--- config.mk ---
export PLATFORM = sky130hd
export DESIGN_NAME = pulse_saw_sound_generator_core
export DESIGN_NICKNAME = d
export VERILOG_FILES = /design/src/rtl/core/pss_pkg.sv /design/src/rtl/core/pss_pulse.sv /design/src/rtl/core/pss_saw.sv /design/src/rtl/core/pss_dcblk.sv /design/src/rtl/core/pulse_saw_sound_generator_core.sv
export SDC_FILE = /design/constraint.sdc
export NUM_CORES = 1
export LEC_CHECK = 0
export ABC_CLOCK_PERIOD_IN_PS = 18970
export BUFFER_PORTS_ARGS = -buffer_cell sky130_fd_sc_hd__buf_2
export CAP_MARGIN = 5
export CORE_UTILIZATION = 60
export DETAILED_ROUTE_END_ITERATION = 8
export GPL_TIMING_DRIVEN = 1
export PLACE_DENSITY = 0.77
export SLEW_MARGIN = 20
export SYNTH_ARGS = -nofsm -noshare
export SYNTH_HDL_FRONTEND = slang
export SYNTH_SLANG_ARGS = --single-unit
--- constraint.sdc ---
create_clock -name clk -period 18.97 [get_ports clk]
set_input_delay 0.9485 -clock clk [delete_from_list [all_inputs] [get_ports clk]]
set_output_delay 0.9485 -clock clk [all_outputs]
set_load 0.02 [all_outputs]
--- src/rtl/core/pss_pkg.sv ---
`timescale 1ns / 1ps

package pss_pkg;

	localparam int unsigned PeriodW = 12;
	localparam int unsigned VolW    = 4;
	localparam int unsigned SawLvlW = 5;
	localparam int unsigned MixW    = 6;
	localparam int unsigned ShiftW  = 4;
	localparam int unsigned DivW    = 16;

	localparam logic [15:0] AddrMask    = 16'hF003;
	localparam logic [15:0] AddrP0Ctrl  = 16'h9000;
	localparam logic [15:0] AddrP0Lo    = 16'h9001;
	localparam logic [15:0] AddrP0Hi    = 16'h9002;
	localparam logic [15:0] AddrHalt    = 16'h9003;
	localparam logic [15:0] AddrP1Ctrl  = 16'hA000;
	localparam logic [15:0] AddrP1Lo    = 16'hA001;
	localparam logic [15:0] AddrP1Hi    = 16'hA002;
	localparam logic [15:0] AddrSawRate = 16'hB000;
	localparam logic [15:0] AddrSawLo   = 16'hB001;
	localparam logic [15:0] AddrSawHi   = 16'hB002;

	localparam logic [DivW-1:0] DividerReset = 16'd40;
	localparam logic [3:0]      SawLastPhase = 4'd13;

	typedef struct packed {
		logic       ctrl_we;
		logic       lo_we;
		logic       hi_we;
		logic [7:0] data;
	} pss_wr_t;

endpackage

--- src/rtl/core/pss_pulse.sv ---
`timescale 1ns / 1ps

module pss_pulse (
	input  logic                           clk,
	input  logic                           arst_n,
	input  logic                           tick,
	input  pss_pkg::pss_wr_t               wr,
	input  logic [pss_pkg::ShiftW-1:0]     shift,
	output logic [pss_pkg::VolW-1:0]       level_nxt
);
	import pss_pkg::*;

	logic [PeriodW-1:0] period_q, cnt_q, cnt_d;
	logic [VolW-1:0]    vol_q, lvl_q, lvl_d;
	logic [2:0]         duty_q;
	logic               dc_q, en_q;
	logic [3:0]         step_q, step_d;

	always_comb begin
		cnt_d  = cnt_q;
		step_d = step_q;
		lvl_d  = lvl_q;
		if (tick) begin
			if (!en_q) begin
				lvl_d  = '0;
				step_d = 4'hF;
			end else begin
				if (cnt_q == '0) begin
					cnt_d  = period_q >> shift;
					step_d = step_q - 4'd1;
				end else begin
					cnt_d = cnt_q - 12'd1;
				end
				lvl_d = (dc_q || (step_d <= {1'b0, duty_q})) ? vol_q : '0;
			end
		end
	end

	assign level_nxt = lvl_d;

	always_ff @(posedge clk or negedge arst_n) begin
		if (!arst_n) begin
			period_q <= '0;
			cnt_q    <= '0;
			vol_q    <= '0;
			duty_q   <= '0;
			dc_q     <= 1'b0;
			en_q     <= 1'b0;
			step_q   <= '0;
			lvl_q    <= '0;
		end else begin
			cnt_q  <= cnt_d;
			step_q <= step_d;
			lvl_q  <= lvl_d;
			if (wr.ctrl_we) begin
				vol_q  <= wr.data[3:0];
				duty_q <= wr.data[6:4];
				dc_q   <= wr.data[7];
			end
			if (wr.lo_we) begin
				period_q[7:0] <= wr.data;
			end
			if (wr.hi_we) begin
				period_q[11:8] <= wr.data[3:0];
				en_q           <= wr.data[7];
			end
		end
	end

endmodule

--- src/rtl/core/pss_saw.sv ---
`timescale 1ns / 1ps

module pss_saw (
	input  logic                           clk,
	input  logic                           arst_n,
	input  logic                           tick,
	input  pss_pkg::pss_wr_t               wr,
	input  logic [pss_pkg::ShiftW-1:0]     shift,
	output logic [pss_pkg::SawLvlW-1:0]    level_nxt
);
	import pss_pkg::*;

	logic [PeriodW-1:0] period_q, cnt_q, cnt_d;
	logic [5:0]         rate_q;
	logic               en_q;
	logic [7:0]         acc_q, acc_d;
	logic [3:0]         phase_q, phase_d;
	logic [SawLvlW-1:0] lvl_q, lvl_d;

	always_comb begin
		cnt_d   = cnt_q;
		acc_d   = acc_q;
		phase_d = phase_q;
		lvl_d   = lvl_q;
		if (tick) begin
			if (!en_q) begin
				lvl_d   = '0;
				acc_d   = '0;
				phase_d = '0;
			end else if (cnt_q == '0) begin
				cnt_d = period_q >> shift;
				if (!phase_q[0]) begin
					if (phase_q[3:1] >= 3'd6) begin
						acc_d = '0;
					end else begin
						acc_d = acc_q + {2'b00, rate_q};
					end
				end
				phase_d = (phase_q == SawLastPhase) ? 4'd0 : phase_q + 4'd1;
				lvl_d   = acc_d[7:3];
			end else begin
				cnt_d = cnt_q - 12'd1;
			end
		end
	end

	assign level_nxt = lvl_d;

	always_ff @(posedge clk or negedge arst_n) begin
		if (!arst_n) begin
			period_q <= '0;
			cnt_q    <= '0;
			rate_q   <= '0;
			en_q     <= 1'b0;
			acc_q    <= '0;
			phase_q  <= '0;
			lvl_q    <= '0;
		end else begin
			cnt_q   <= cnt_d;
			acc_q   <= acc_d;
			phase_q <= phase_d;
			lvl_q   <= lvl_d;
			if (wr.ctrl_we) begin
				rate_q <= wr.data[5:0];
			end
			if (wr.lo_we) begin
				period_q[7:0] <= wr.data;
			end
			if (wr.hi_we) begin
				period_q[11:8] <= wr.data[3:0];
				en_q           <= wr.data[7];
			end
		end
	end

endmodule

--- src/rtl/core/pss_dcblk.sv ---
`timescale 1ns / 1ps

module pss_dcblk (
	input  logic                         clk,
	input  logic                         arst_n,
	input  logic                         mix_valid,
	output logic                         mix_ready,
	input  logic [pss_pkg::MixW-1:0]     mix,
	output logic                         out_valid,
	input  logic                         out_ready,
	output logic signed [15:0]           sample
);
	import pss_pkg::*;

	logic              v_s2;
	logic [MixW-1:0]   mix_s2;
	logic [31:0]       dc_q;
	logic              ov_q;
	logic signed [15:0] sample_q;
	logic              adv;

	logic [14:0]        gain_in, gain_s2;
	logic signed [39:0] raw_in, raw_s2, dc_ext, diff, prod, step_q16, dc_sum;
	logic signed [39:0] err, err_q16;
	logic [31:0]        dc_new;
	logic signed [15:0] clamped;

	assign adv       = v_s2 && (!ov_q || out_ready);
	assign mix_ready = !v_s2 || adv;

	// The estimate is Q15.16; both divisions by 65536 truncate toward zero.
	always_comb begin
		gain_in  = 15'(mix) * 15'd500;
		gain_s2  = 15'(mix_s2) * 15'd500;
		raw_in   = {9'b0, gain_in, 16'b0};
		raw_s2   = {9'b0, gain_s2, 16'b0};
		dc_ext   = {{8{dc_q[31]}}, dc_q};
		diff     = raw_in - dc_ext;
		prod     = diff * 40'sd52;
		step_q16 = (prod + (prod[39] ? 40'sd65535 : 40'sd0)) >>> 16;
		dc_sum   = dc_ext + step_q16;
		dc_new   = dc_sum[31:0];
		err      = raw_s2 - dc_ext;
		err_q16  = (err + (err[39] ? 40'sd65535 : 40'sd0)) >>> 16;
		if (err_q16 > 40'sd32767) begin
			clamped = 16'sh7FFF;
		end else if (err_q16 < -40'sd32768) begin
			clamped = 16'sh8000;
		end else begin
			clamped = err_q16[15:0];
		end
	end

	always_ff @(posedge clk or negedge arst_n) begin
		if (!arst_n) begin
			v_s2 <= 1'b0;
			dc_q <= '0;
			ov_q <= 1'b0;
		end else begin
			if (mix_valid && mix_ready) begin
				v_s2 <= 1'b1;
				dc_q <= dc_new;
			end else if (adv) begin
				v_s2 <= 1'b0;
			end
			if (adv) begin
				ov_q <= 1'b1;
			end else if (out_ready) begin
				ov_q <= 1'b0;
			end
		end
	end

	always_ff @(posedge clk) begin
		if (mix_valid && mix_ready) begin
			mix_s2 <= mix;
		end
		if (adv) begin
			sample_q <= clamped;
		end
	end

	assign out_valid = ov_q;
	assign sample    = sample_q;

endmodule

--- src/rtl/core/pulse_saw_sound_generator_core.sv ---
`timescale 1ns / 1ps
// Accepts one item per cycle; writes and non-halted ticks update channel state on acceptance.
// A tick that completes a sample period registers its mix at acceptance; the sample then goes
// through the DC estimate register and the output register before out_valid presents it.
// Throughput is one item per cycle, limited only by back pressure on the sample output.
// Async active-low reset loads the sample divider with 40, clears all but mix and sample data.

module pulse_saw_sound_generator_core (
	input  logic               clk,
	input  logic               arst_n,
	input  logic               in_valid,
	output logic               in_ready,
	input  logic               req_type,
	input  logic [15:0]        bus_addr,
	input  logic [7:0]         bus_data,
	output logic               out_valid,
	input  logic               out_ready,
	output logic signed [15:0] sample,
	input  logic               cfg_we,
	input  logic [15:0]        cfg_wdata
);
	import pss_pkg::*;

	logic              acc, wr_acc, tick_acc, chan_tick, emit;
	logic [15:0]       maddr;
	pss_wr_t           wr_p0, wr_p1, wr_saw;
	logic              halt_q;
	logic [ShiftW-1:0] shift_q;
	logic [DivW-1:0]   div_q, cnt_q, cnt_inc;
	logic [VolW-1:0]   lvl_p0, lvl_p1;
	logic [SawLvlW-1:0] lvl_saw;
	logic              v_s1, dc_ready;
	logic [MixW-1:0]   mix_s1, mix_d;

	assign acc       = in_valid && in_ready;
	assign wr_acc    = acc && !req_type;
	assign tick_acc  = acc && req_type;
	assign chan_tick = tick_acc && !halt_q;
	assign maddr     = bus_addr & AddrMask;

	always_comb begin
		wr_p0.ctrl_we  = wr_acc && (maddr == AddrP0Ctrl);
		wr_p0.lo_we    = wr_acc && (maddr == AddrP0Lo);
		wr_p0.hi_we    = wr_acc && (maddr == AddrP0Hi);
		wr_p0.data     = bus_data;
		wr_p1.ctrl_we  = wr_acc && (maddr == AddrP1Ctrl);
		wr_p1.lo_we    = wr_acc && (maddr == AddrP1Lo);
		wr_p1.hi_we    = wr_acc && (maddr == AddrP1Hi);
		wr_p1.data     = bus_data;
		wr_saw.ctrl_we = wr_acc && (maddr == AddrSawRate);
		wr_saw.lo_we   = wr_acc && (maddr == AddrSawLo);
		wr_saw.hi_we   = wr_acc && (maddr == AddrSawHi);
		wr_saw.data    = bus_data;
	end

	pss_pulse u_pulse0 (
		.clk       (clk),
		.arst_n    (arst_n),
		.tick      (chan_tick),
		.wr        (wr_p0),
		.shift     (shift_q),
		.level_nxt (lvl_p0)
	);

	pss_pulse u_pulse1 (
		.clk       (clk),
		.arst_n    (arst_n),
		.tick      (chan_tick),
		.wr        (wr_p1),
		.shift     (shift_q),
		.level_nxt (lvl_p1)
	);

	pss_saw u_saw (
		.clk       (clk),
		.arst_n    (arst_n),
		.tick      (chan_tick),
		.wr        (wr_saw),
		.shift     (shift_q),
		.level_nxt (lvl_saw)
	);

	assign cnt_inc = cnt_q + 16'd1;
	assign emit    = (cnt_inc >= div_q);
	assign mix_d   = MixW'(lvl_p0) + MixW'(lvl_p1) + MixW'(lvl_saw);

	always_ff @(posedge clk or negedge arst_n) begin
		if (!arst_n) begin
			halt_q  <= 1'b0;
			shift_q <= '0;
			div_q   <= DividerReset;
			cnt_q   <= '0;
			v_s1    <= 1'b0;
		end else begin
			if (cfg_we) begin
				div_q <= cfg_wdata;
			end
			if (wr_acc && (maddr == AddrHalt)) begin
				halt_q  <= bus_data[0];
				shift_q <= bus_data[2] ? 4'd8 : (bus_data[1] ? 4'd4 : 4'd0);
			end
			if (tick_acc) begin
				cnt_q <= emit ? '0 : cnt_inc;
			end
			if (tick_acc && emit) begin
				v_s1 <= 1'b1;
			end else if (dc_ready) begin
				v_s1 <= 1'b0;
			end
		end
	end

	always_ff @(posedge clk) begin
		if (tick_acc && emit) begin
			mix_s1 <= mix_d;
		end
	end

	assign in_ready = !v_s1 || dc_ready;

	pss_dcblk u_dcblk (
		.clk       (clk),
		.arst_n    (arst_n),
		.mix_valid (v_s1),
		.mix_ready (dc_ready),
		.mix       (mix_s1),
		.out_valid (out_valid),
		.out_ready (out_ready),
		.sample    (sample)
	);

endmodule
==> impl_metrics.yaml, run 1 <==
synthesis:
  ys_async_sr_fraction_pct: 87.72
  synth.lib_cells_used.distinct: 100
  count_of_synthesis_stage_warnings_from_yosys: 0
  postSynthCellCount: 2445
  postSynthNetCount: 2819
  synthFlopType: "sky130_fd_sc_hd__dfrtp_1"
  synth.yosys.seq_area_share_pct: 26.92
  yosys_register_bits: 228
  post_synthesis_instance_area_mm2: 0.02173
  synth_edf_count: 28
  synth.avg_cell_area_um2: 8.886
worst_setup_path:
  critical_path.max_stage_delay_ns: 0.64
  setup.worst_path.start_class: "flip-flop"
  crit_type: "flip-flop to flip-flop"
  worst-endpoint-arrival_ns: 14.21
  cpMostUsedCell: "sky130_fd_sc_hd__ha_1"
  library_cell_contributing_the_largest_single_delay_on_the_critical_path: "sky130_fd_sc_hd__fa_1"
  cp-end-kind: "flip-flop"
  critical_path_peak_fanout: 11
  required_ns: 19.37
sta:
  timing.clock.skew_ns: 0.01282
  setup_viol_count_final: 0
  highest_achievable_clock_rate_ghz: 0.07243
  fin_setup_tns_ns: 0
  timing.max_slew.rel_slack_pct: 24.49
  finalCriticalPeriod_ns: 13.81
  report.final.hold_viol_count: 0
  final_max_slew_viol_count: 0
  setup_repair_after_global_routing_missed_its_margin: "no"
  hold_ws_ns: 0.3201
  post-route-worst-setup-slack_ns: 5.164
  worstMarginPinSlew_ns: 1.130
  period_share_pct: 72.78
global_routing:
  grt_first_pass_wirelength_um: 83370
  globalRoute.totalOverflow: 0
  grtUsageTotal_pct: 27.56
  via_count_of_the_first_global_routing_pass: 17650
  antenna_violations_before_repair: 0
  maximum_number_of_pins_on_one_net_before_global_route_repair: 127
routing:
  dr.first_iter.drc_count: 1013
  post_drt_wl_per_cell_um: 16.80
  vias: 17750
  avgViaCountPerCell: 6.017
  detail_route.wirelength_um: 49550
  first_pass_iters: 6
  drt_drc_violations_left: 0
  drt.antenna.violating_nets: 0
cts:
  clock_sinks: 228
  htree_levels: 1
  clock_buffers_created_by_tritoncts: 26
  clkSlewWorstSetupHoldPaths_ns: 0.06
  tritoncts: "built"
  clock_latency_ns: 0.55
  cts_post_setup_buffers_inserted: 0
  cts_resized: 0
  clockRootBuffer: "sky130_fd_sc_hd__clkbuf_16"
  cts_hold_buf: 0
  cts_buffer_depth: 3
cells_and_area:
  antenna_cells_inserted: 0
  syn2layout_area_growth_pct: 7.210
  finalNetCount: 2843
  final_layout_size_suffix_gt1_share_pct: 9.040
  final_common_cell: "sky130_fd_sc_hd__inv_1"
  postLayoutCellArea_mm2: 0.02329
  layout.cells.most_common_list: "sky130_fd_sc_hd__inv_1 (285), sky130_fd_sc_hd__ha_1 (264), sky130_fd_sc_hd__dfrtp_1 (198), sky130_fd_sc_hd__nand2_1 (186), sky130_fd_sc_hd__o21ai_0 (168)"
die:
  initial_core_util_pct: 61.08
  die-width_um: 192.3
  floorplan.core_area_mm2: 0.03557
  fp-row-count: 69
  ios: 64
  design.die.area_mm2: 0.03698
  die_height_um: 192.3
power:
  vdd.ir_drop.worst_v: 0.0001124
  power.leakage_nw: 11.30
  power_density_mw_per_mm2: 111.6
placed_design:
  place_worst_setup_slack_ns: 5.373
  placedInstanceArea_mm2: 0.02237
  place_congestion: 0.9315
  dp.final_hpwl_um: 38330
  numPortBuffers: 53
status:
  outcome: "completed"
worst_hold_path:
  tightest_hold_check_type: "input pin to asynchronous set/reset pin"
flow_run:
  timing.max_cap.violations: 0
-- area by class of cell --
class	instances	area, um^2
flip-flops and latches	228	5848
well taps	461	576.8
fillers	2975	12280
clock inverters	9	78.83
multi-input cells	1866	14540
repair buffers	62	365.4
clock buffers	39	812.0
inverters	285	1070
-- where the power goes --
part	internal [mW]	leakage [nW]	switching, mW	total [mW]
combinational	0.613	7.97	0.897	1.51
sequential	0.534	2.88	0.0414	0.575
clock	0.309	0.447	0.207	0.516
total	1.46	11.3	1.15	2.60
-- path summary, 6_finish.rpt --
path                                     from            endpoint  slack, ns  depth (start not counted)
hold / removal                         arst_n    u_dcblk.dc_q[28]       0.32                          1
setup reg to reg                    mix_s1[0]    u_dcblk.dc_q[29]       5.16                         50
hold reg to reg            u_pulse1.duty_q[2]  u_pulse1.duty_q[2]       0.51                          1
min in group clk           u_pulse1.duty_q[2]  u_pulse1.duty_q[2]       0.51                          1
setup / recovery                    mix_s1[0]    u_dcblk.dc_q[29]       5.16                         50
max in group asynchronous              arst_n     u_dcblk.dc_q[0]      17.16                          3
-- through the flow --
stage | total power, mW | utilization [%] | std cells
6_report | 2.600 | 65.49 | 2950
3_3_place_gp | 2.004 | 62.86 | 2901
3_5_place_dp | 2.052 | 62.88 | 2901
5_1_grt | 2.804 | 65.49 | 2950
2_1_floorplan | 1.734 | - | 2445
4_1_cts | 2.586 | 65.39 | 2949
-- critical path: cells and delay by family (launching register included) --
kind	cells	cell delay [ns]
DFF	1	0.54
AOI/OAI and AO/OA	21	5.62
and+or+nand+nor	10	1.65
buffers and inverters	3	0.51
adders and majority gates	11	4.51
xor gates and xnor gates	4	0.76
muxes	1	0.08
-- cells by family (layout without fill, tap and decap cells) --
| kind of cell | count (synthesis) | after routing | share of synthesized area [%] |
|---|---|---|---|
| buf+inv | 351 | 395 | 6.242 |
| xor+xnor | 177 | 177 | 7.170 |
| compound gates | 596 | 596 | 17.66 |
| flops | 228 | 228 | 26.92 |
| simple gates | 662 | 662 | 15.76 |
| fa+ha+maj | 330 | 330 | 21.19 |
| mux | 101 | 101 | 5.056 |
-- cells in the mapped netlist, types with 10 or more instances --
| library cell | number | share of area (%) |
|---|---|---|
| sky130_fd_sc_hd__inv_1 | 285 | 4.9 |
| sky130_fd_sc_hd__a22o_1 | 18 | 0.73 |
| sky130_fd_sc_hd__nor4_1 | 13 | 0.37 |
| sky130_fd_sc_hd__or2_2 | 10 | 0.29 |
| sky130_fd_sc_hd__o21a_1 | 18 | 0.62 |
| sky130_fd_sc_hd__nand2b_1 | 27 | 0.78 |
| sky130_fd_sc_hd__nor2b_1 | 34 | 0.98 |
| sky130_fd_sc_hd__o21ai_0 | 168 | 3.9 |
| sky130_fd_sc_hd__buf_2 | 10 | 0.23 |
| sky130_fd_sc_hd__mux2_2 | 70 | 3.6 |
| sky130_fd_sc_hd__nor2_1 | 129 | 2.2 |
| sky130_fd_sc_hd__dfrtp_1 | 198 | 23 |
| sky130_fd_sc_hd__o21bai_1 | 22 | 0.76 |
| sky130_fd_sc_hd__nand3_1 | 63 | 1.5 |
| sky130_fd_sc_hd__clkbuf_1 | 49 | 0.85 |
| sky130_fd_sc_hd__mux2i_1 | 31 | 1.4 |
| sky130_fd_sc_hd__o31ai_1 | 16 | 0.55 |
| sky130_fd_sc_hd__a31oi_1 | 25 | 0.72 |
| sky130_fd_sc_hd__o211ai_1 | 11 | 0.38 |
| sky130_fd_sc_hd__nand2_1 | 187 | 3.2 |
| sky130_fd_sc_hd__nand4_1 | 26 | 0.75 |
| sky130_fd_sc_hd__a21o_1 | 55 | 1.9 |
| sky130_fd_sc_hd__fa_1 | 64 | 5.9 |
| sky130_fd_sc_hd__edfxtp_1 | 28 | 3.9 |
| sky130_fd_sc_hd__or3_1 | 11 | 0.32 |
| sky130_fd_sc_hd__a21oi_1 | 143 | 3.3 |
| sky130_fd_sc_hd__xor2_1 | 63 | 2.5 |
| sky130_fd_sc_hd__nor3_1 | 52 | 1.2 |
| sky130_fd_sc_hd__ha_1 | 264 | 15 |
| sky130_fd_sc_hd__a211oi_1 | 26 | 0.90 |
| sky130_fd_sc_hd__nor3b_1 | 15 | 0.52 |
| sky130_fd_sc_hd__and2_1 | 16 | 0.46 |
| sky130_fd_sc_hd__and3_1 | 28 | 0.81 |
| sky130_fd_sc_hd__xnor2_1 | 113 | 4.6 |
-- sequential cells by signal, summed over array words and instances, names as in the netlist, 16 cells and up --
| register | flops |
|---|---|
| cnt_q | 16 |
| u_dcblk.sample | 16 |
| u_dcblk.dc_q | 32 |
| div_q | 16 |
-- layer usage --
metal	track usage, %	wire, um
met1	35.15	21470
met3	3.255	2383
met2	48.06	24150
met4	9.661	1551
met5	0	0
Power figures use the tool's default switching activity.
==> run 2: changes to the inputs <==
--- a/config.mk
+++ b/config.mk
@@ -5,13 +5,14 @@
 export SDC_FILE = /design/constraint.sdc
 export NUM_CORES = 1
 export LEC_CHECK = 0
-export ABC_CLOCK_PERIOD_IN_PS = 18970
+export ABC_AREA = 1
+export ABC_CLOCK_PERIOD_IN_PS = 12600
 export BUFFER_PORTS_ARGS = -buffer_cell sky130_fd_sc_hd__buf_2
 export CAP_MARGIN = 5
-export CORE_UTILIZATION = 60
+export CORE_UTILIZATION = 59
 export DETAILED_ROUTE_END_ITERATION = 8
 export GPL_TIMING_DRIVEN = 1
-export PLACE_DENSITY = 0.77
+export PLACE_DENSITY = 0.79
 export SLEW_MARGIN = 20
 export SYNTH_ARGS = -nofsm -noshare
 export SYNTH_HDL_FRONTEND = slang
==> constraint.sdc (replaced) <==
create_clock -name clk -period 12.6 [get_ports clk]
set_input_delay 0.63 -clock clk [delete_from_list [all_inputs] [get_ports clk]]
set_output_delay 0.63 -clock clk [all_outputs]
set_load 0.02 [all_outputs]
==> impl_metrics.yaml, run 2 <==
global_routing:
  globalRoute.totalOverflow: 0
  maximum_number_of_pins_on_one_net_before_global_route_repair: 84
  via_count_of_the_first_global_routing_pass: 19860
  antenna_violations_before_repair: 0
  grt_first_pass_wirelength_um: 92740
  grtUsageTotal_pct: 29.21
cts:
  tritoncts: "built"
  clkSlewWorstSetupHoldPaths_ns: 0.07
  clock_sinks: 228
  clockRootBuffer: "sky130_fd_sc_hd__clkbuf_16"
  cts_hold_buf: 0
  htree_levels: 1
  clock_latency_ns: 0.57
  cts_buffer_depth: 3
  clock_buffers_created_by_tritoncts: 27
cells_and_area:
  postLayoutCellArea_mm2: 0.02415
  largest_register_ff_count: 32
  finalNetCount: 3457
  syn2layout_area_growth_pct: 8.056
  layout.cells.most_common_list: "sky130_fd_sc_hd__nand2_1 (569), sky130_fd_sc_hd__inv_1 (556), sky130_fd_sc_hd__nor2_1 (268), sky130_fd_sc_hd__ha_1 (264), sky130_fd_sc_hd__o21ai_0 (224)"
  final_common_cell: "sky130_fd_sc_hd__nand2_1"
  antenna_cells_inserted: 0
  fin_util_pct: 65.34
  largest-register: "u_dcblk.dc_q"
  final_layout_size_suffix_gt1_share_pct: 6.478
synthesis:
  synth_edf_count: 28
  synthTopCellsByCount: "sky130_fd_sc_hd__nand2_1 (569), sky130_fd_sc_hd__inv_1 (556), sky130_fd_sc_hd__nor2_1 (269), sky130_fd_sc_hd__ha_1 (264), sky130_fd_sc_hd__o21ai_0 (228)"
  synth.largest_area_cell: "sky130_fd_sc_hd__dfrtp_1"
  synth.yosys.seq_area_share_pct: 26.17
  postSynthNetCount: 3399
  yosys_register_bits: 228
  synth.avg_cell_area_um2: 7.388
  synth-xor-area-share_pct: 6.925
  synth_simple_gate_area_share_pct: 21.28
  synthFlopType: "sky130_fd_sc_hd__dfrtp_1"
  main_combinational_cell_family_by_area_after_synthesis: "simple AND/OR/NAND/NOR gates"
  synth_top_cells_by_area: "sky130_fd_sc_hd__dfrtp_1 (22%), sky130_fd_sc_hd__ha_1 (15%), sky130_fd_sc_hd__nand2_1 (9.6%)"
  post_synthesis_instance_area_mm2: 0.02235
  post_synth_fa_ha_maj_area_fraction_pct: 20.51
  postSynthCellCount: 3025
  post-synth-top-area-fraction_pct: 22.17
  count_of_synthesis_stage_warnings_from_yosys: 0
  ys_async_sr_fraction_pct: 87.72
  area_fraction_in_compound_gates_after_synthesis_pct: 14.65
  synthMuxAreaShare_pct: 0.05039
  synth.lib_cells_used.distinct: 67
  top_count_cell_post_synth: "sky130_fd_sc_hd__nand2_1"
routing:
  drt.antenna.violating_nets: 0
  post_drt_wl_per_cell_um: 15.30
  drt_drc_violations_left: 0
  first_pass_iters: 6
  dr.first_iter.drc_count: 1313
  vias: 20050
  detail_route.wirelength_um: 55180
  avgViaCountPerCell: 5.559
placed_design:
  dp.final_hpwl_um: 44060
  place_congestion: 0.9583
  placedInstanceArea_mm2: 0.02317
  numPortBuffers: 53
status:
  outcome: "completed"
sta:
  setup_viol_count_final: 0
  timing.clock.skew_ns: 0.01592
  highest_achievable_clock_rate_ghz: 0.08524
  finalCriticalPeriod_ns: 11.73
  worstMarginPinSlew_ns: 1.019
  timing.max_slew.rel_slack_pct: 31.80
  report.final.hold_viol_count: 0
  final_max_slew_viol_count: 0
  hold_ws_ns: 0.1196
  period_share_pct: 93.11
  fin_setup_tns_ns: 0
worst_setup_path:
  crit_type: "flip-flop to flip-flop"
  rr_startpoint: "mix_s1[0]"
  worst-endpoint-arrival_ns: 12.21
  worst-r2r-setup-slack_ns: 0.87
  library_cell_contributing_the_largest_single_delay_on_the_critical_path: "sky130_fd_sc_hd__fa_1"
  setup.worst_path.start_class: "flip-flop"
  cpMostUsedCell: "sky130_fd_sc_hd__nand2_1"
  critical_path_peak_fanout: 10
  cp-end-kind: "flip-flop"
  required_ns: 13.07
  timing.reg2reg.worst_path_depth: 64
  critical_path.max_stage_delay_ns: 0.57
  reg2reg_to: "u_dcblk.dc_q[30]"
die:
  initial_core_util_pct: 60.47
  die-width_um: 196.6
  ios: 64
  design.die.area_mm2: 0.03866
  fp-row-count: 70
  floorplan.core_area_mm2: 0.03696
  die_height_um: 196.6
worst_hold_path:
  tightest_hold_check_type: "input pin to asynchronous set/reset pin"
flow_run:
  timing.max_cap.violations: 0
==> run 2: cell types whose count changed after synthesis, sizes merged, moves of 31 or more <==
cell	delta
nor2	+156
xor2	+67
xnor2	-69
a21o	-39
nor2b	-35
nand2	+407
inv	+281
mux2	-69
nand3	+55
mux2i	-31
a21oi	+53
o21ai	+70
==> run 2: worst max-delay path by stage <==
stage          cells after the start  slack (ns)  startpoint                to
2_1_floorplan                     62        1.62   mix_s1[0]  u_dcblk.dc_q[28]
3_3_place_gp                      62        0.62   mix_s1[0]  u_dcblk.dc_q[30]
3_5_place_dp                      63        0.40   mix_s1[1]  u_dcblk.dc_q[30]
4_1_cts                           63        0.27   mix_s1[1]  u_dcblk.dc_q[30]
5_1_grt                           62       -0.03   mix_s1[0]  u_dcblk.dc_q[30]
6_report                          64        0.87   mix_s1[0]  u_dcblk.dc_q[30]
==> run 2: final cells by class <==
| cell class | instances | area, um^2 |
|---|---|---|
| Sequential cell | 228 | 5848 |
| Clock buffer | 37 | 763.2 |
| Multi-Input combinational cell | 2185 | 14240 |
| Inverter | 570 | 2140 |
| Timing Repair Buffer | 71 | 409.1 |
| Clock inverter | 12 | 113.9 |
| Fill cell | 3244 | 12810 |
| Tap cell | 504 | 630.6 |
==> run 2: timing repair <==
| item | 4_1_cts | 5_1_grt |
|---|---|---|
| resized for setup | 0 | 16 |
| buffers inserted | 0 | 5 |
| hold endpoints to repair | 0 | 0 |
| setup endpoints to repair | 0 | 13 |
==> run 2: cells by family after synthesis <==
| kind of cell | count (synthesis) |
|---|---|
| flip-flops | 228 |
| buffers and inverters | 612 |
| multiplexers | 1 |
| XOR/XNOR | 175 |
| AO/OA/AOI/OAI | 577 |
| AND/OR/NAND/NOR | 1104 |
| adder cells (fa/ha/maj) | 328 |
==> run 2: metal layers <==
metal / track usage (%) / vias up / share of wire, % / routed length (um)
met1: 37.23 / 9515 / 43 / 23890
met3: 4.192 / 83 / 5.5 / 3009
met5: 0 / - / 0 / 0
met2: 52.10 / 523 / 49 / 27130
met4: 6.977 / 0 / 2.1 / 1158
li1: - / 9929 / - / -
==> run 2: stage by stage <==
| stage | instances | setup WS (ns) |
|---|---|---|
| after floorplan | 3025 | 1.622 |
| after global placement | 3553 | 0.6179 |
| after detailed placement | 3553 | 0.4040 |
| after CTS | 3602 | 0.2676 |
| after global routing | 3607 | -0.02723 |
| final | 3607 | 0.8684 |
==> run 2: worst max-delay path: cells and delay by family (launching register included) <==
family | cells | cell delay (ns)
adders and majority gates | 12 | 4.37
AOI/OAI and AO/OA | 18 | 3.37
and+or+nand+nor | 21 | 2.04
xor gates and xnor gates | 4 | 0.66
buffers and inverters | 9 | 0.65
DFF | 1 | 0.52
Power of run 2 is left out: the tool's default activity adds up to more than one toggle a clock period on the data nets, which glitch-free logic cannot reach.
==> run 3: changes to the inputs <==
--- a/config.mk
+++ b/config.mk
@@ -16,4 +16,5 @@
 export SLEW_MARGIN = 20
 export SYNTH_ARGS = -nofsm -noshare
 export SYNTH_HDL_FRONTEND = slang
+export SYNTH_HIERARCHICAL = 1
 export SYNTH_SLANG_ARGS = --single-unit
==> impl_metrics.yaml, run 3 <==
cells_and_area:
  largest_register_ff_count: 32
  finalNetCount: 3790
  fin_util_pct: 64.75
  layout.cells.most_common_list: "sky130_fd_sc_hd__nand2_1 (783), sky130_fd_sc_hd__inv_1 (544), sky130_fd_sc_hd__nor2_1 (269), sky130_fd_sc_hd__ha_1 (266), sky130_fd_sc_hd__nand3_1 (258)"
  final_common_cell: "sky130_fd_sc_hd__nand2_1"
  antenna_cells_inserted: 0
  syn2layout_area_growth_pct: 7.638
  final_layout_size_suffix_gt1_share_pct: 9.144
  layoutNonFillerInstCount: 3959
  largest-register: "u_dcblk/dc_q"
sta:
  hold_ws_ns: 0.2516
  worstMarginPinSlew_ns: 1.151
  fin_setup_tns_ns: 0
  final_max_slew_viol_count: 0
  period_share_pct: 92.85
  post-route-worst-setup-slack_ns: 0.9007
  setup_viol_count_final: 0
  report.final.hold_viol_count: 0
  timing.max_slew.rel_slack_pct: 22.96
  timing.clock.skew_ns: 0.05292
  finalCriticalPeriod_ns: 11.70
  highest_achievable_clock_rate_ghz: 0.08548
synthesis:
  ys_async_sr_fraction_pct: 87.72
  synth.yosys.seq_area_share_pct: 24.30
  synthMuxAreaShare_pct: 1.965
  synth.largest_area_cell: "sky130_fd_sc_hd__dfrtp_1"
  post-synth-top-area-fraction_pct: 20.59
  top_count_cell_post_synth: "sky130_fd_sc_hd__nand2_1"
  synthFlopType: "sky130_fd_sc_hd__dfrtp_1"
  synthTopCellsByCount: "sky130_fd_sc_hd__nand2_1 (783), sky130_fd_sc_hd__inv_1 (544), sky130_fd_sc_hd__nor2_1 (269), sky130_fd_sc_hd__ha_1 (266), sky130_fd_sc_hd__nand3_1 (258)"
  post_synthesis_instance_area_mm2: 0.02407
  yosys_register_bits: 228
  count_of_synthesis_stage_warnings_from_yosys: 6
  post_synth_fa_ha_maj_area_fraction_pct: 19.15
  synth_simple_gate_area_share_pct: 28.26
  synth_top_cells_by_area: "sky130_fd_sc_hd__dfrtp_1 (21%), sky130_fd_sc_hd__ha_1 (14%), sky130_fd_sc_hd__nand2_1 (12%)"
  area_fraction_in_compound_gates_after_synthesis_pct: 10.43
  synth_edf_count: 28
  synth.lib_cells_used.distinct: 70
  synth.avg_cell_area_um2: 7.188
  main_combinational_cell_family_by_area_after_synthesis: "simple AND/OR/NAND/NOR gates"
  synth-xor-area-share_pct: 5.880
  postSynthCellCount: 3348
power:
  clockPowerShare_pct: 17.1
  power.sequential.fraction_pct: 19.3
  power_density_mw_per_mm2: 183.1
  power_frac_comb_pct: 63.6
  power_switching_share_pct: 49.93
  power.leakage_nw: 13.77
  vdd.ir_drop.worst_v: 0.0001886
  internal-power_mw: 2.375
  power.switching_mw: 2.368
routing:
  vias: 21850
  avgViaCountPerCell: 5.519
  post_drt_wl_per_cell_um: 14.93
  drt_drc_violations_left: 0
  dr.first_iter.drc_count: 1575
  detail_route.wirelength_um: 59120
  first_pass_iters: 7
  drt.antenna.violating_nets: 0
worst_setup_path:
  required_ns: 13.00
  library_cell_contributing_the_largest_single_delay_on_the_critical_path: "sky130_fd_sc_hd__fa_1"
  setup.worst_path.start_class: "flip-flop"
  worst-endpoint-arrival_ns: 12.10
  critical_path_peak_fanout: 15
  cp-end-kind: "flip-flop"
  critical_path.max_stage_delay_ns: 0.63
  cpMostUsedCell: "sky130_fd_sc_hd__nand2_1"
  crit_type: "flip-flop to flip-flop"
  worst-r2r-setup-slack_ns: 0.90
worst_hold_path:
  tightest_hold_check_type: "input pin to flip-flop"
die:
  design.die.area_mm2: 0.04160
  die-width_um: 204.0
  die_height_um: 204.0
  fp-row-count: 73
  floorplan.core_area_mm2: 0.04001
  initial_core_util_pct: 60.16
  ios: 64
cts:
  clock_sinks: 228
  clkSlewWorstSetupHoldPaths_ns: 0.06
  clock_latency_ns: 0.59
  tritoncts: "built"
  clock_buffers_created_by_tritoncts: 28
  htree_levels: 1
  clockRootBuffer: "sky130_fd_sc_hd__clkbuf_16"
  cts_buffer_depth: 3
flow_run:
  timing.max_cap.violations: 0
placed_design:
  place_congestion: 0.9504
  placed_cells_incl_taps: 3899
  dp.final_hpwl_um: 47010
  place_worst_setup_slack_ns: 0.4470
  numPortBuffers: 53
global_routing:
  antenna_violations_before_repair: 0
  globalRoute.totalOverflow: 0
  grtUsageTotal_pct: 28.82
  maximum_number_of_pins_on_one_net_before_global_route_repair: 78
  grt_first_pass_wirelength_um: 98990
  via_count_of_the_first_global_routing_pass: 21480
status:
  outcome: "completed"
-- run 3: worst max-delay path: cells and delay by family, from the launching register on --
kind,cells,cell delay [ns]
AO/OA/AOI/OAI,17,2.84
adder cells (fa/ha/maj),11,4.44
AND/OR/NAND/NOR,28,2.64
XOR/XNOR,3,0.45
flip-flops,1,0.47
buffers and inverters,9,0.67
-- run 3: logic make-up (layout without fill, tap and decap cells) --
| group | after synthesis | count (layout) |
|---|---|---|
| xor+xnor | 159 | 159 |
| fa+ha+maj | 330 | 330 |
| mux | 42 | 42 |
| other cells | 1 | 17 |
| simple gates | 1522 | 1522 |
| flops | 228 | 228 |
| compound gates | 447 | 447 |
| buf+inv | 619 | 689 |
-- run 3: through the flow --
step	cell area, um^2	power [mW]
global route	25900	5.195
floorplan	24130	3.231
finish	25900	4.743
global placement	24840	3.776
CTS	25790	4.700
detailed placement	24840	3.850
-- run 3: what timing repair did --
| action | CTS | global route |
|---|---|---|
| resized for setup | 0 | 11 |
| hold buffers | 1 | 0 |
| setup buffers | 0 | 9 |
| endpoints found under the hold margin | 19 | 0 |
| setup endpoints to repair | 0 | 13 |
-- run 3: layer usage --
metal | track usage, % | routed length [um]
met5 | 0 | 0
met2 | 51.29 | 28890
met3 | 2.663 | 2772
met4 | 7.676 | 1464
met1 | 37.30 | 26000
-- run 3: cell type report --
type | count | area (um^2)
repair buffers | 70 | 407.9
flip-flops and latches | 228 | 5848
clock inverters | 11 | 163.9
well taps | 525 | 656.9
multi-input cells | 2517 | 15920
clock buffers | 39 | 772.0
fillers | 3458 | 14100
inverters | 569 | 2136
-- run 3: final timing paths --
kind,start,cells past startpoint,end
worst max-delay path,mix_s1[0],68,u_dcblk/dc_q[28]
worst min-delay path,cfg_wdata[8],3,div_q[8]
worst max register to register,mix_s1[0],68,u_dcblk/dc_q[28]
worst min register to register,u_pulse1/cnt_q[1],2,u_pulse1/cnt_q[1]
max in group asynchronous,arst_n,3,u_pulse1/lvl_q[3]
min in group asynchronous,arst_n,2,u_dcblk/dc_q[16]
-- run 3: power by group through the flow --
stage | Sequential, mW | Combinational (mW) | Clock [mW]
floorplan | 0.905 | 2.33 | 0
global placement | 0.919 | 2.86 | 0
detailed placement | 0.924 | 2.93 | 0
CTS | 0.911 | 2.95 | 0.834
global route | 0.924 | 3.41 | 0.858
finish | 0.913 | 3.02 | 0.813
